File: src/design/xxh_pkg.sv
// shared types, constants and helpers for the xxh64 stream hash
// no dependencies

package xxh_pkg;

   localparam logic [63:0] P1 = 64'h9E3779B185EBCA87;
   localparam logic [63:0] P2 = 64'hC2B2AE3D27D4EB4F;
   localparam logic [63:0] P3 = 64'h165667B19E3779F9;
   localparam logic [63:0] P4 = 64'h85EBCA77C2B2AE63;
   localparam logic [63:0] P5 = 64'h27D4EB2F165667C5;

   typedef enum logic [5:0] {
      S_IDLE, S_BYTES, S_WAIT,
      S_R1, S_R2,
      S_FIN, S_M1, S_M2, S_M3, S_HLEN,
      S_TAIL, S_E1, S_E2, S_E3, S_F1, S_F2, S_B1, S_B2,
      S_A1, S_A2, S_DONE
   } state_type;

   typedef enum logic [3:0] {
      OP_NONE, OP_LOAD, OP_BYTE, OP_HMERGE, OP_HP5, OP_HLEN,
      OP_POS8, OP_POS4, OP_POS1, OP_DONE
   } op_type;

   typedef enum logic [3:0] {
      A_LANE, A_ACC, A_ACC_T, A_T31, A_HT, A_HT27, A_HT23, A_HT11,
      A_LANE4, A_BYTE, A_AV33, A_AV29
   } asel_type;

   typedef enum logic [2:0] {
      B_P1, B_P2, B_P3, B_P5
   } bsel_type;

   typedef enum logic [1:0] {
      D_T, D_ACC, D_H
   } dst_type;

   typedef enum logic [1:0] {
      K_NONE, K_P3, K_P4
   } addk_type;

   typedef struct packed {
      op_type     op;
      logic       mstart;
      asel_type   a_sel;
      bsel_type   b_sel;
      dst_type    dst;
      addk_type   addk;
      logic [1:0] idx;
      logic       use_pos;
   } cmd_type;

   typedef struct packed {
      logic more_bytes;
      logic fill_full;
      logic last;
      logic is_short;
      logic rem_ge8;
      logic rem_ge4;
      logic rem_nz;
      logic mul_done;
      logic rsp_full;
   } status_type;

   function automatic logic [63:0] rotl64(input logic [63:0] v, input int r);
      return (v << r) | (v >> (64 - r));
   endfunction

endpackage

File: src/design/xxh_ctrl.sv
// controller: sequences byte intake, stripe rounds, tail merge and avalanche
// depends on xxh_pkg

module xxh_ctrl (
   input  logic                clock,
   input  logic                reset,
   input  logic                req_valid,
   output logic                req_stall,
   output xxh_pkg::cmd_type    cmd,
   input  xxh_pkg::status_type status
);

   xxh_pkg::state_type state_ff, state_in, ret_ff, ret_in;
   logic [1:0] idx_ff, idx_in;

   always_ff @(posedge clock) begin
      if (reset) begin
         state_ff <= xxh_pkg::S_IDLE;
         ret_ff   <= xxh_pkg::S_IDLE;
         idx_ff   <= '0;
      end else begin
         state_ff <= state_in;
         ret_ff   <= ret_in;
         idx_ff   <= idx_in;
      end
   end

   always_comb begin
      state_in    = state_ff;
      ret_in      = ret_ff;
      idx_in      = idx_ff;
      req_stall   = 1'b1;
      cmd.op      = xxh_pkg::OP_NONE;
      cmd.mstart  = 1'b0;
      cmd.a_sel   = xxh_pkg::A_LANE;
      cmd.b_sel   = xxh_pkg::B_P1;
      cmd.dst     = xxh_pkg::D_T;
      cmd.addk    = xxh_pkg::K_NONE;
      cmd.idx     = idx_ff;
      cmd.use_pos = 1'b0;
      case (state_ff)
         xxh_pkg::S_IDLE: begin
            req_stall = 1'b0;
            if (req_valid) begin
               cmd.op   = xxh_pkg::OP_LOAD;
               state_in = xxh_pkg::S_BYTES;
            end
         end
         xxh_pkg::S_BYTES: begin
            if (status.more_bytes) begin
               cmd.op = xxh_pkg::OP_BYTE;
               if (status.fill_full) state_in = xxh_pkg::S_R1;
            end else if (status.last) begin
               state_in = xxh_pkg::S_FIN;
            end else begin
               state_in = xxh_pkg::S_IDLE;
            end
         end
         xxh_pkg::S_WAIT: begin
            if (status.mul_done) state_in = ret_ff;
         end
         xxh_pkg::S_R1: begin
            cmd.mstart = 1'b1;
            cmd.a_sel  = xxh_pkg::A_LANE;
            cmd.b_sel  = xxh_pkg::B_P2;
            state_in   = xxh_pkg::S_WAIT;
            ret_in     = xxh_pkg::S_R2;
         end
         xxh_pkg::S_R2: begin
            cmd.mstart = 1'b1;
            cmd.a_sel  = xxh_pkg::A_ACC_T;
            cmd.dst    = xxh_pkg::D_ACC;
            idx_in     = idx_ff + 2'd1;
            state_in   = xxh_pkg::S_WAIT;
            ret_in     = (idx_ff == 2'd3) ? xxh_pkg::S_BYTES : xxh_pkg::S_R1;
         end
         xxh_pkg::S_FIN: begin
            if (status.is_short) begin
               cmd.op   = xxh_pkg::OP_HP5;
               state_in = xxh_pkg::S_HLEN;
            end else begin
               cmd.op   = xxh_pkg::OP_HMERGE;
               state_in = xxh_pkg::S_M1;
            end
         end
         xxh_pkg::S_M1: begin
            cmd.mstart = 1'b1;
            cmd.a_sel  = xxh_pkg::A_ACC;
            cmd.b_sel  = xxh_pkg::B_P2;
            state_in   = xxh_pkg::S_WAIT;
            ret_in     = xxh_pkg::S_M2;
         end
         xxh_pkg::S_M2: begin
            cmd.mstart = 1'b1;
            cmd.a_sel  = xxh_pkg::A_T31;
            state_in   = xxh_pkg::S_WAIT;
            ret_in     = xxh_pkg::S_M3;
         end
         xxh_pkg::S_M3: begin
            cmd.mstart = 1'b1;
            cmd.a_sel  = xxh_pkg::A_HT;
            cmd.dst    = xxh_pkg::D_H;
            cmd.addk   = xxh_pkg::K_P4;
            idx_in     = idx_ff + 2'd1;
            state_in   = xxh_pkg::S_WAIT;
            ret_in     = (idx_ff == 2'd3) ? xxh_pkg::S_HLEN : xxh_pkg::S_M1;
         end
         xxh_pkg::S_HLEN: begin
            cmd.op   = xxh_pkg::OP_HLEN;
            state_in = xxh_pkg::S_TAIL;
         end
         xxh_pkg::S_TAIL: begin
            if (status.rem_ge8)      state_in = xxh_pkg::S_E1;
            else if (status.rem_ge4) state_in = xxh_pkg::S_F1;
            else if (status.rem_nz)  state_in = xxh_pkg::S_B1;
            else                     state_in = xxh_pkg::S_A1;
         end
         xxh_pkg::S_E1: begin
            cmd.mstart  = 1'b1;
            cmd.a_sel   = xxh_pkg::A_LANE;
            cmd.b_sel   = xxh_pkg::B_P2;
            cmd.use_pos = 1'b1;
            state_in    = xxh_pkg::S_WAIT;
            ret_in      = xxh_pkg::S_E2;
         end
         xxh_pkg::S_E2: begin
            cmd.mstart = 1'b1;
            cmd.a_sel  = xxh_pkg::A_T31;
            state_in   = xxh_pkg::S_WAIT;
            ret_in     = xxh_pkg::S_E3;
         end
         xxh_pkg::S_E3: begin
            cmd.mstart = 1'b1;
            cmd.op     = xxh_pkg::OP_POS8;
            cmd.a_sel  = xxh_pkg::A_HT27;
            cmd.dst    = xxh_pkg::D_H;
            cmd.addk   = xxh_pkg::K_P4;
            state_in   = xxh_pkg::S_WAIT;
            ret_in     = xxh_pkg::S_TAIL;
         end
         xxh_pkg::S_F1: begin
            cmd.mstart  = 1'b1;
            cmd.a_sel   = xxh_pkg::A_LANE4;
            cmd.use_pos = 1'b1;
            state_in    = xxh_pkg::S_WAIT;
            ret_in      = xxh_pkg::S_F2;
         end
         xxh_pkg::S_F2: begin
            cmd.mstart = 1'b1;
            cmd.op     = xxh_pkg::OP_POS4;
            cmd.a_sel  = xxh_pkg::A_HT23;
            cmd.b_sel  = xxh_pkg::B_P2;
            cmd.dst    = xxh_pkg::D_H;
            cmd.addk   = xxh_pkg::K_P3;
            state_in   = xxh_pkg::S_WAIT;
            ret_in     = xxh_pkg::S_TAIL;
         end
         xxh_pkg::S_B1: begin
            cmd.mstart  = 1'b1;
            cmd.a_sel   = xxh_pkg::A_BYTE;
            cmd.b_sel   = xxh_pkg::B_P5;
            cmd.use_pos = 1'b1;
            state_in    = xxh_pkg::S_WAIT;
            ret_in      = xxh_pkg::S_B2;
         end
         xxh_pkg::S_B2: begin
            cmd.mstart = 1'b1;
            cmd.op     = xxh_pkg::OP_POS1;
            cmd.a_sel  = xxh_pkg::A_HT11;
            cmd.dst    = xxh_pkg::D_H;
            state_in   = xxh_pkg::S_WAIT;
            ret_in     = xxh_pkg::S_TAIL;
         end
         xxh_pkg::S_A1: begin
            cmd.mstart = 1'b1;
            cmd.a_sel  = xxh_pkg::A_AV33;
            cmd.b_sel  = xxh_pkg::B_P2;
            cmd.dst    = xxh_pkg::D_H;
            state_in   = xxh_pkg::S_WAIT;
            ret_in     = xxh_pkg::S_A2;
         end
         xxh_pkg::S_A2: begin
            cmd.mstart = 1'b1;
            cmd.a_sel  = xxh_pkg::A_AV29;
            cmd.b_sel  = xxh_pkg::B_P3;
            cmd.dst    = xxh_pkg::D_H;
            state_in   = xxh_pkg::S_WAIT;
            ret_in     = xxh_pkg::S_DONE;
         end
         xxh_pkg::S_DONE: begin
            if (!status.rsp_full) begin
               cmd.op   = xxh_pkg::OP_DONE;
               idx_in   = '0;
               state_in = xxh_pkg::S_IDLE;
            end
         end
         default: state_in = xxh_pkg::S_IDLE;
      endcase
   end

   a_no_start_in_wait: assert property (@(posedge clock) disable iff (reset)
      state_ff == xxh_pkg::S_WAIT |-> !cmd.mstart)
      else $error("multiply started while one is in flight");

   a_done_only_in_wait: assert property (@(posedge clock) disable iff (reset)
      status.mul_done |-> state_ff == xxh_pkg::S_WAIT)
      else $error("multiply result arrived outside wait");

   a_accept_only_idle: assert property (@(posedge clock) disable iff (reset)
      (req_valid && !req_stall) |-> state_ff == xxh_pkg::S_IDLE)
      else $error("word accepted while busy");

   a_idx_zero_at_idle: assert property (@(posedge clock) disable iff (reset)
      state_ff == xxh_pkg::S_IDLE |-> idx_ff == 2'd0)
      else $error("lane index not cleared at idle");

endmodule

File: config.mk
export PLATFORM = sky130hd
export DESIGN_NAME = xxh_ctrl
export DESIGN_NICKNAME = d
export VERILOG_FILES = /design/src/design/xxh_pkg.sv /design/src/design/xxh_ctrl.sv
export SDC_FILE = /design/constraint.sdc
export NUM_CORES = 1
export LEC_CHECK = 0
export ABC_AREA = 1
export BUFFER_PORTS_ARGS = -buffer_cell sky130_fd_sc_hd__buf_2
export CAP_MARGIN = 20
export CORE_MARGIN = 2
export CORE_UTILIZATION = 40
export CTS_CLUSTER_DIAMETER = 30
export DETAILED_ROUTE_END_ITERATION = 10
export GPL_ROUTABILITY_DRIVEN = 0
export HOLD_SLACK_MARGIN = 0.08
export PLACE_DENSITY_LB_ADDON = 0.25
export SYNTH_ARGS = -nofsm -noshare
export SYNTH_HDL_FRONTEND = slang
export SYNTH_SLANG_ARGS = --single-unit
File: constraint.sdc
create_clock -name clock -period 3.3 [get_ports clock]
set_clock_uncertainty 0.1 [all_clocks]
set_input_delay 0.33 -clock clock [delete_from_list [all_inputs] [get_ports clock]]
set_output_delay 0.33 -clock clock [all_outputs]
set_load 0.05 [all_outputs]
Word-level counts from Yosys, hierarchy flattened
Cells that the tools add are included.
Widths: inputs -> output; s select.
{ "totals": {"regBits": 14, "word_cells": 70, "output_inout_bits": 20, "input_bits": 12} }
{ "classes": {"add_sub_neg": 1, "mux": 27, "n_reduce_logical": 14, "n_eq_ne": 25} }
{ "ops": {"columns": ["op", "n"], "rows": [
  ["$pmux 6 s12", 1],
  ["$pmux 5 s12", 1],
  ["$eq 6x4->1 const B", 8],
  ["$pmux 6 s8", 1],
  ["$mux 6", 7],
  ["$pmux 4 s8", 1],
  ["$eq 6x5->1 const B", 5],
  ["$eq 6x3->1 const B", 4],
  ["$reduce_or 14->1", 1],
  ["$eq 6x2->1 const B", 2],
  ["$mux 4", 3],
  ["$pmux 2 s2", 3],
  ["$reduce_bool 12->1", 1],
  ["$mux 2", 4],
  ["$reduce_or 2->1", 4],
  ["$eq 6x1->1 const B", 1],
  ["$logic_not 6->1", 1],
  ["$mux 3", 2],
  ["$ne 2x2->1 const B", 3],
  ["$pmux 2 s3", 1],
  ["$reduce_or 3->1", 2],
  ["$reduce_or 6->1", 1],
  ["$reduce_or 5->1", 1],
  ["$reduce_and 4->1", 1],
  ["other kinds (6)", 8]
]} }

Longest topological paths before layout
{ "logic_depth": {"ltp_word": 4, "mapped_depth": 10, "depth_no_buf": 9} }

Worst setup path before layout
OpenSTA, ideal clock, no wires.
{ "synth_path": {"kind": "reg2out", "startpoint": "reg state_ff[4]", "endpoint": "out cmd[11] in the netlist's numbering", "path_slack_ns": 0.822, "arrival_time_ns": 2.048, "path_buffers": 1, "stages_incl_launch_ff": 9, "required_time_ns": 2.870, "path_cell_list": "dfxtp_1 buf_6 inv_4 nand2_4 nor2_2 inv_1 nor2_1 nor2_1 nand4_1"} }
{ "synth_lines": {"columns": ["element", "line", "rtl"], "rows": [
  ["from (decl)", "xxh_ctrl.sv:13", "xxh_pkg::state_type state_ff, state_in, ret_ff, ret_in;"],
  ["from (signal assigned)", "xxh_ctrl.sv:18", "state_ff <= xxh_pkg::S_IDLE;"],
  ["from (signal assigned)", "xxh_ctrl.sv:22", "state_ff <= state_in;"],
  ["to (decl)", "xxh_ctrl.sv:9", "output xxh_pkg::cmd_type cmd,"]
]} }

==> flow_summary.ini <==
[cts]
ctsHtreeMaxLevel = 1
post_cts_buffers = 0
clk_path_buf_depth = 2
clk_pin_slew_ps = 80
clkLatencyLatePin_ps = 270
cts.sinks = 12
root_buffer = clkbuf_4
ctsHoldBuffers = 0
cts_tree = done
ctsResizeCount = 0
cts_buffers = 3

[critical_path]
critPathMaxFanout = 10
r2r_slack_ps = 1480
endpoint_kind = output pin
required_ps = 2870
cp.arrival_ps = 2020
path_class = register to output pin
cp-start-kind = register
reg2reg_depth = 9
r2r-end = ret_ff[2]
crit_start = state_ff[4]
r2r-start = state_ff[4]

[min_path]
hold_start = status[1]
min_to = state_ff[1]
whs_path_depth = 4
hold_class = primary input to register

[timing]
period_needed_ps = 2450
timing.slew.headroom_pct = 65.1
finalMaxSlewViolations = 0
finalSetupTns_ps = 0
clock.fmax_mhz = 407
rsz0062_at_grt = no
hold_viol = 0
whs_ps = 235
final-setup-viol-count = 0
tightest_slew_ps = 523
fin_crit_sh_pct = 74.4

[run]
cap_violations = 0

[synth]
synth_top_family_by_area = simple AND/OR/NAND/NOR gates
synth_top_area_share_pct = 22.4
synth_nets = 190
synthArstFlopShare_pct = 0
yosysUniqueCellTypes = 26
netlist_instances = 177
yosys.area_share.simple_pct = 49.5
synth_edf_count = 0
synth_xor_area_share_pct = 0
yosys-top-cells-area = dfxtp_1 (22%), nand2_1 (15%), nand3_1 (8.4%)
synth_warnings = 0
seq_area_frac_synth_pct = 22.4
synth_ff_type = dfxtp_1
avgSynthCellArea_um2 = 6.07
synth_compound_area_share_pct = 14.1
synth_adder_area_share_pct = 1.17
synth_mux_area_share_pct = 0
netlist_area_um2 = 1070
synth-seq-cells = 12
yosys.area.top_type = dfxtp_1

[placed_design]
hpwl_um = 2410
io_buffers = 30
placed_cells = 232

[die]
rows = 18
io_pins = 32
die_w_um = 55.8
start_util_pct = 42.9
die_area_um2 = 3110
dieHeight_um = 55.8
coreArea_um2 = 2500

[global_routing]
grt_pass1_wl_um = 5060
antenna_found_initial = 0
grt_start_max_net_pins = 12
gr-total-overflow = 0
grt.total_usage_pct = 20.2
first_global_vias = 1145

[route]
finalWirelength_um = 3070
post_drt_wl_per_cell_um = 13.0
post_drt_via_cell_ratio = 5.56
drtIter0Drc = 44
drtAntennaViolNets = 0
drc = 0
num_vias = 1311
dr.pass1.iters = 6

[power]
totalPowerFinal_uw = 440
p_leak_nw = 0.675
p_per_area_nw_per_um2 = 351
irDropWorstVdd_v = 0.000244

[finish]
stdcell_count = 236
num-nets-final = 220
syn_to_final_growth_pct = 17.0
drive_gt1_share_pct = 28.2
fillers = 251
diodes = 0
utilization_pct = 50.3

[status]
status = complete, no violations
-- report_power, final --
| group | leakage [nW] | switching [mW] | total (mW) | internal (mW) |
|---|---|---|---|---|
| logic | 0.557 | 0.116 | 0.157 | 0.0408 |
| registers | 0.0971 | 0.0119 | 0.163 | 0.151 |
| clock network | 0.0210 | 0.0529 | 0.120 | 0.0670 |
| total | 0.675 | 0.181 | 0.440 | 0.259 |
-- how the worst max path moves through the flow --
| stage | to | slack [ps] | cells after the start |
|---|---|---|---|
| floorplan | cmd[11] | 820 | 8 |
| global placement | cmd[11] | 1160 | 8 |
| detailed placement | cmd[11] | 1180 | 8 |
| CTS | cmd[11] | 870 | 8 |
| global route | cmd[11] | 710 | 8 |
| finish | cmd[11] | 850 | 8 |
-- critical path, stage by stage (launching register included) --
cell,delay [ps]
dfxtp_1,480
inv_4,180
nand2_4,70
nor2_2,200
inv_1,120
nor2_1,280
nor2_1,90
nand4_1,70
buf_2,270
-- layout make-up --
class                   count  area, um2  area share (%)
multi-input cells         136        699            55.7
flip-flops and latches     12        240            19.1
repair buffers             30        150            12.0
inverters                  24       92.6            7.37
well taps                  30       37.5            2.99
clock buffers               4       36.3            2.89
-- synthesized netlist by cell type, types with 3 or more instances --
library cell  count
nand2_1          44
o21ai_0           4
a21oi_1          14
inv_2             6
dfxtp_1          12
inv_1            17
nand3_1          18
nand4_1           9
nor2_1           18
o21ai_1           6
nor2_4            7
nor2_2            3
-- logic make-up after synthesis --
family          after synthesis
compound gates               28
fa+ha+maj                     1
buf+inv                      29
flops                        12
other cells                   1
simple gates                106
-- flip-flops by register name, indices dropped and copies added (netlist names) --
| signal | count |
|---|---|
| idx_ff | 2 |
| ret_ff | 5 |
| state_ff | 5 |
-- through the flow --
| stage | setup slack (ps) | instance area, um2 |
|---|---|---|
| floorplan | 822 | 1070 |
| CTS | 868 | 1260 |
| detailed placement | 1180 | 1220 |
| finish | 846 | 1260 |
| global route | 707 | 1260 |
| global placement | 1160 | 1220 |
-- layer usage --
layer	global-route usage [%]	vias up	routed length, um
li1	-	636	-
met1	26.0	594	1310
met2	33.2	69	1460
met3	3.02	12	221
met4	8.71	0	76
met5	0	-	0
-- layout by cell type (no fill, tap or decap), types with 2 or more instances in the layout --
| master | synthesis | routed |
|---|---|---|
| inv_1 | 17 | 17 |
| nand2_1 | 44 | 44 |
| o21ai_0 | 4 | 4 |
| nor2_1 | 18 | 18 |
| nand3b_1 | 2 | 2 |
| nand2_2 | 2 | 2 |
| nand4_1 | 9 | 9 |
| clkbuf_4 | 0 | 3 |
| nand3_1 | 18 | 18 |
| nor2_2 | 3 | 3 |
| dfxtp_1 | 12 | 12 |
| o21ai_1 | 6 | 6 |
| o21ai_2 | 2 | 2 |
| nor2_4 | 7 | 7 |
| buf_2 | 0 | 30 |
| inv_2 | 6 | 6 |
| a21oi_1 | 14 | 14 |
Power figures use the tool's default switching activity.
